$ cat config.mk
export PLATFORM = sky130hd
export DESIGN_NAME = v3alu_sqrt_pipe
export DESIGN_NICKNAME = d
export VERILOG_FILES = /design/src/rtl/v3alu_pkg.sv /design/src/rtl/v3alu_sqrt_pipe.sv
export SDC_FILE = /design/constraint.sdc
export NUM_CORES = 2
export LEC_CHECK = 0
export BUFFER_PORTS_ARGS = -buffer_cell sky130_fd_sc_hd__buf_2
export CORE_AREA = 2 2 459 461
export DETAILED_ROUTE_END_ITERATION = 8
export DIE_AREA = 0 0 461 463
export GPL_ROUTABILITY_DRIVEN = 0
export GPL_TIMING_DRIVEN = 0
export PLACE_DENSITY = 0.83
export SKIP_CTS_REPAIR_TIMING = 1
export SYNTH_ARGS = -nofsm -noshare
export SYNTH_HDL_FRONTEND = slang
export SYNTH_MEMORY_MAX_BITS = 65536
export SYNTH_SLANG_ARGS = --single-unit
$ cat constraint.sdc
create_clock -name clk_i -period 3.5 [get_ports clk_i]
set_clock_uncertainty 0.1 [all_clocks]
set_input_delay 0.7 -clock clk_i [delete_from_list [all_inputs] [get_ports clk_i]]
set_output_delay 0.7 -clock clk_i [all_outputs]
set_load 0.02 [all_outputs]
$ cat src/rtl/v3alu_pkg.sv
// Shared types, constants and helpers of the three-component vector ALU.
`timescale 1ns / 1ps
package v3alu_pkg;

  localparam int DataW     = 32;
  localparam int ProdW     = 64;
  localparam int SumW      = 66;
  localparam int RadW      = 64;
  localparam int SqrtSteps = 32;
  localparam int Lanes     = 3;

  localparam logic signed [SumW-1:0] SumMax = 66'sd2147483647;
  localparam logic signed [SumW-1:0] SumMin = -66'sd2147483648;
  localparam logic [DataW-1:0] ValMax = 32'h7fff_ffff;
  localparam logic [DataW-1:0] ValMin = 32'h8000_0000;

  typedef enum logic [3:0] {
    KAdd   = 4'd0,
    KSub   = 4'd1,
    KMul   = 4'd2,
    KDiv   = 4'd3,
    KScale = 4'd4,
    KDivS  = 4'd5,
    KCross = 4'd6,
    KDot   = 4'd7,
    KSqLen = 4'd8,
    KLen   = 4'd9,
    KNorm  = 4'd10
  } kind_e;

  typedef struct packed {
    logic [3:0]        kind;
    logic signed [31:0] ax;
    logic signed [31:0] ay;
    logic signed [31:0] az;
    logic signed [31:0] bx;
    logic signed [31:0] by;
    logic signed [31:0] bz;
    logic signed [31:0] scalar_in;
  } in_item_t;

  typedef struct packed {
    logic signed [31:0] rx;
    logic signed [31:0] ry;
    logic signed [31:0] rz;
    logic signed [31:0] scalar_out;
    logic               div_by_zero;
    logic               saturated;
  } out_item_t;

  // result computed ahead of the divider, carried down the pipe
  typedef struct packed {
    logic [3:0]        kind;
    logic [DataW-1:0]  rx;
    logic [DataW-1:0]  ry;
    logic [DataW-1:0]  rz;
    logic [DataW-1:0]  so;
    logic              sat;
  } early_t;

  // side payload that rides along the square root pipe
  typedef struct packed {
    early_t                       early;
    logic [Lanes-1:0][DataW-1:0]  num;
    logic [Lanes-1:0][DataW-1:0]  den;
  } sq_side_t;

  typedef struct packed {
    logic [DataW-1:0] val;
    logic             sat;
  } sat_t;

  // clip a wide signed value to the 32-bit range
  function automatic sat_t sat32(input logic signed [SumW-1:0] v);
    sat_t r;
    r.val = v[DataW-1:0];
    r.sat = 1'b0;
    if (v > SumMax) begin
      r.val = ValMax;
      r.sat = 1'b1;
    end else if (v < SumMin) begin
      r.val = ValMin;
      r.sat = 1'b1;
    end
    return r;
  endfunction

endpackage

$ cat src/rtl/v3alu_sqrt_pipe.sv
// Pipelined integer square root, one result bit per stage.
`timescale 1ns / 1ps
module v3alu_sqrt_pipe #(
  parameter int SideW = 1
) (
  input  logic                        clk_i,
  input  logic                        rst_ni,
  input  logic                        en_i,
  input  logic                        valid_i,
  input  logic [v3alu_pkg::RadW-1:0]  rad_i,
  input  logic [SideW-1:0]            side_i,
  output logic                        valid_o,
  output logic [v3alu_pkg::DataW-1:0] root_o,
  output logic [SideW-1:0]            side_o
);
  import v3alu_pkg::*;

  localparam int RemW = DataW + 2;

  typedef struct packed {
    logic [RadW-1:0]  rad;
    logic [RemW-1:0]  rem;
    logic [DataW-1:0] root;
  } step_t;

  logic             vld_q  [SqrtSteps];
  step_t            st_q   [SqrtSteps];
  step_t            st_d   [SqrtSteps];
  logic [SideW-1:0] side_q [SqrtSteps];

  // one root bit per stage: bring down two radicand bits, trial subtract
  always_comb begin
    step_t           src;
    logic [RemW+1:0] remx;
    logic [RemW+1:0] trial;
    logic            ge;
    for (int s = 0; s < SqrtSteps; s++) begin
      if (s == 0) begin
        src.rad  = rad_i;
        src.rem  = '0;
        src.root = '0;
      end else begin
        src = st_q[s-1];
      end
      remx  = {src.rem, src.rad[RadW-1 -: 2]};
      trial = {2'b00, src.root, 2'b01};
      ge    = (remx >= trial);
      st_d[s].rad  = {src.rad[RadW-3:0], 2'b00};
      st_d[s].rem  = ge ? RemW'(remx - trial) : RemW'(remx);
      st_d[s].root = {src.root[DataW-2:0], ge};
    end
  end

  // advance valid bits
  always_ff @(posedge clk_i or negedge rst_ni) begin
    if (!rst_ni) begin
      for (int s = 0; s < SqrtSteps; s++) vld_q[s] <= 1'b0;
    end else if (en_i) begin
      vld_q[0] <= valid_i;
      for (int s = 1; s < SqrtSteps; s++) vld_q[s] <= vld_q[s-1];
    end
  end

  // advance payload
  always_ff @(posedge clk_i) begin
    if (en_i) begin
      side_q[0] <= side_i;
      for (int s = 0; s < SqrtSteps; s++) st_q[s] <= st_d[s];
      for (int s = 1; s < SqrtSteps; s++) side_q[s] <= side_q[s-1];
    end
  end

  assign valid_o = vld_q[SqrtSteps-1];
  assign root_o  = st_q[SqrtSteps-1].root;
  assign side_o  = side_q[SqrtSteps-1];

endmodule

==> run metrics <==
Mapped Area 120,000 um2; peak fanout along the critical path 10; die width 461 um; Core ar. 209,000 um2; Starting Density 57.6%; slew at the pin closest to its max-slew limit 0.984 ns; R2R Path Start st_q[1][894]; largest net degree at the start of global routing 201; top cells by count, synth 2,555 x edfxtp_1, 701 x inv_1, 642 x nand2_1; Initial DRT Pass Iterations 8; drt drc 1; Fin Setup TNS -4.60 ns; Pleak 52.6 nW; max_slew headroom 33.8%; Power, Total 90.5 mW; Critical Path Start Type flip-flop; Worst Hold Class input port to flip-flop; final hold slack 0.215 ns; Syn Area/Cell 13.0 um2; Final Net Count 10,500; Clock Pin Slew Worst Setup and Hold Paths 0.06 ns; hold_sp en_i; unrepaired setup endpoints after global routing true; CTS root buf clkbuf_16; fin util 66.0%; Hold Crit Endpoint st_q[0][96]; final cycle utilization of the critical path 107%; final hold vios 0; worst vdd ir 0.000627 V; Gate Count Post-Synth 9,246; Synth Flop Type edfxtp_1; maximum clock frequency 267 MHz; worst reg2reg path endpoint st_q[1][951]; CP endpoint kind flip-flop; Top-Level Pins 103; die area 213,000 um2; # clock sinks 2,587; flops & latches, synth 2,587; Yosys top cell area share 63.9%; first-pass GRT wire length 385 mm; Final WS setup -0.248 ns; cell accounting for the most synthesized area edfxtp_1; pre-CTS setup slack -1.52 ns; yosys warns 0; CTS Buffer Depth 4; post-synth cell types 103; Routed Antenna Nets 0; dpl hpwl 166 mm; failing checks DRC, setup timing; GR Overflow Total 0; sequential-to-total area share from yosys stat 64.5%; Slew Viols, Final 0; Worst R2R Setup Slack -0.25 ns; fill cell count 14,000; Port Buf Inserts 102; Synth async-reset ratio 1.24%; Area contributors post-synth edfxtp_1 64%, ha_1 5.9%, xnor2_1 3.2%; CTS tree built; DR vias/cell 6.00; share of cells above drive strength 1 12.1%; area delta synth->final 14.5%; final setup fails 43; Critical Path AT 4.26 ns; initial antenna violation count 1; Crit. Startpoint st_q[1][894]; Worst EP required 4.01 ns; die height 463 um; Setup CP Type flip-flop to flip-flop; WL/cell 19.7 um; H-Tree Level Count 5; clk_lat worst skew 0.94 ns; Worst Reg-to-Reg Cells 14; Net Count, Synth 9,877; PwrDens 658 nW/um2; EDFF count, synth 2,555; Global Route Usage Sum 22.3%; via count 77,000; vias in the first global route 75,100; post-route minimum period 3.75 ns; number of buffers created by CTS 289; count leader, synth edfxtp_1; Register Area 77,500 um2; status finished with violations; Starting DRT DRC Count 7,656; multi-input logic area 40,800 um2; FP Rows 168; Routed WL 252 mm; maxcap violations 0; hold path cells 1
[critical path: stages, from the launching register on]
cell and delay (ns):
edfxtp_1 0.52, inv_1 0.15, ha_2 0.23, nor2b_4 0.05
o31a_1 0.32, o41a_1 0.42, o31a_1 0.37, buf_4 0.17
a21oi_4 0.20, o21ai_4 0.09, a21boi_2 0.26, buf_12 0.15
buf_12 0.12, buf_6 0.17, o21ai_0 0.14
[layout by cell type, fill, tap and decap left out, types with 41 or more instances in the layout]
cell type and count:
a21o_1 231, nand4_1 105, or3_1 76, nand3_1 158, nor2_1 528, or4_1 48, xor2_1 402, nor3_1 207
nor4_1 90, nor2b_1 84, and3_1 47, edfxtp_1 2555, clkinv_2 41, inv_1 700, a21oi_1 524, nand2b_1 123
xnor2_1 435, o21ai_0 442, o21a_1 112, o21bai_1 48, buf_4 155, o31ai_1 45, clkinv_1 49, clkbuf_16 299
nand2_1 640, clkbuf_1 99, dlygate4sd3_1 68, ha_1 538, buf_2 117, mux2_2 90
[worst max path at each step]
stage               depth (start not counted)      endpoint  slack (ns)
detailed placement                          7     vld_q[12]       -1.52
finish                                     14  st_q[1][951]       -0.25
floorplan                                  10  st_q[1][932]        0.19
global route                               14  st_q[1][950]       -0.30
CTS                                        11  st_q[1][818]       -1.06
global placement                            1  st_q[1][234]      -37.41
[cell families after synthesis]
kind of cell	Yosys count	share of synthesized area, %
AOI/OAI and AO/OA	1858	9.67
xor gates and xnor gates	843	6.15
adders and majority gates	562	5.85
buffers and inverters	908	2.98
DFF	2587	64.5
muxes	100	0.928
other	1	0.00312
and+or+nand+nor	2387	9.89
[registers in the layout, indices dropped and copies added, names as in the netlist]
register	count
valid_o	1
vld_q	31
side_q	32
st_q	2523
[where the power goes]
part | total (mW) | switching (mW) | internal (mW)
Clock | 29.7 | 11.7 | 18.0
Sequential | 41.6 | 2.54 | 39.1
Combinational | 19.1 | 11.2 | 7.88
[area by class of cell]
cell class	instances	share of cell area, %
clock inverters	153	1.26
multi-input cells	5752	29.7
well taps	2805	2.55
clock buffers	333	5.46
diodes	1	0.00182
inverters	704	1.92
plain buffers	184	0.825
flip-flops and latches	2587	56.3
repair buffers	308	1.97
[per-stage QoR]
step / cell area [um2] / std cells
2_1_floorplan: 120000 / 9246
3_3_place_gp: 124000 / 12200
3_5_place_dp: 125000 / 12200
4_1_cts: 134000 / 12700
5_1_grt: 138000 / 12800
6_report: 138000 / 12800
[routing by layer]
layer  GRT usage, %  wire (um)  vias up
met5              0          0        -
met4           12.9      15700        0
li1               -          -    35400
met2           38.2     126000     3538
met1           26.7      95400    37000
met3           3.48      15800     1052
(Power assumes the default switching activity.)
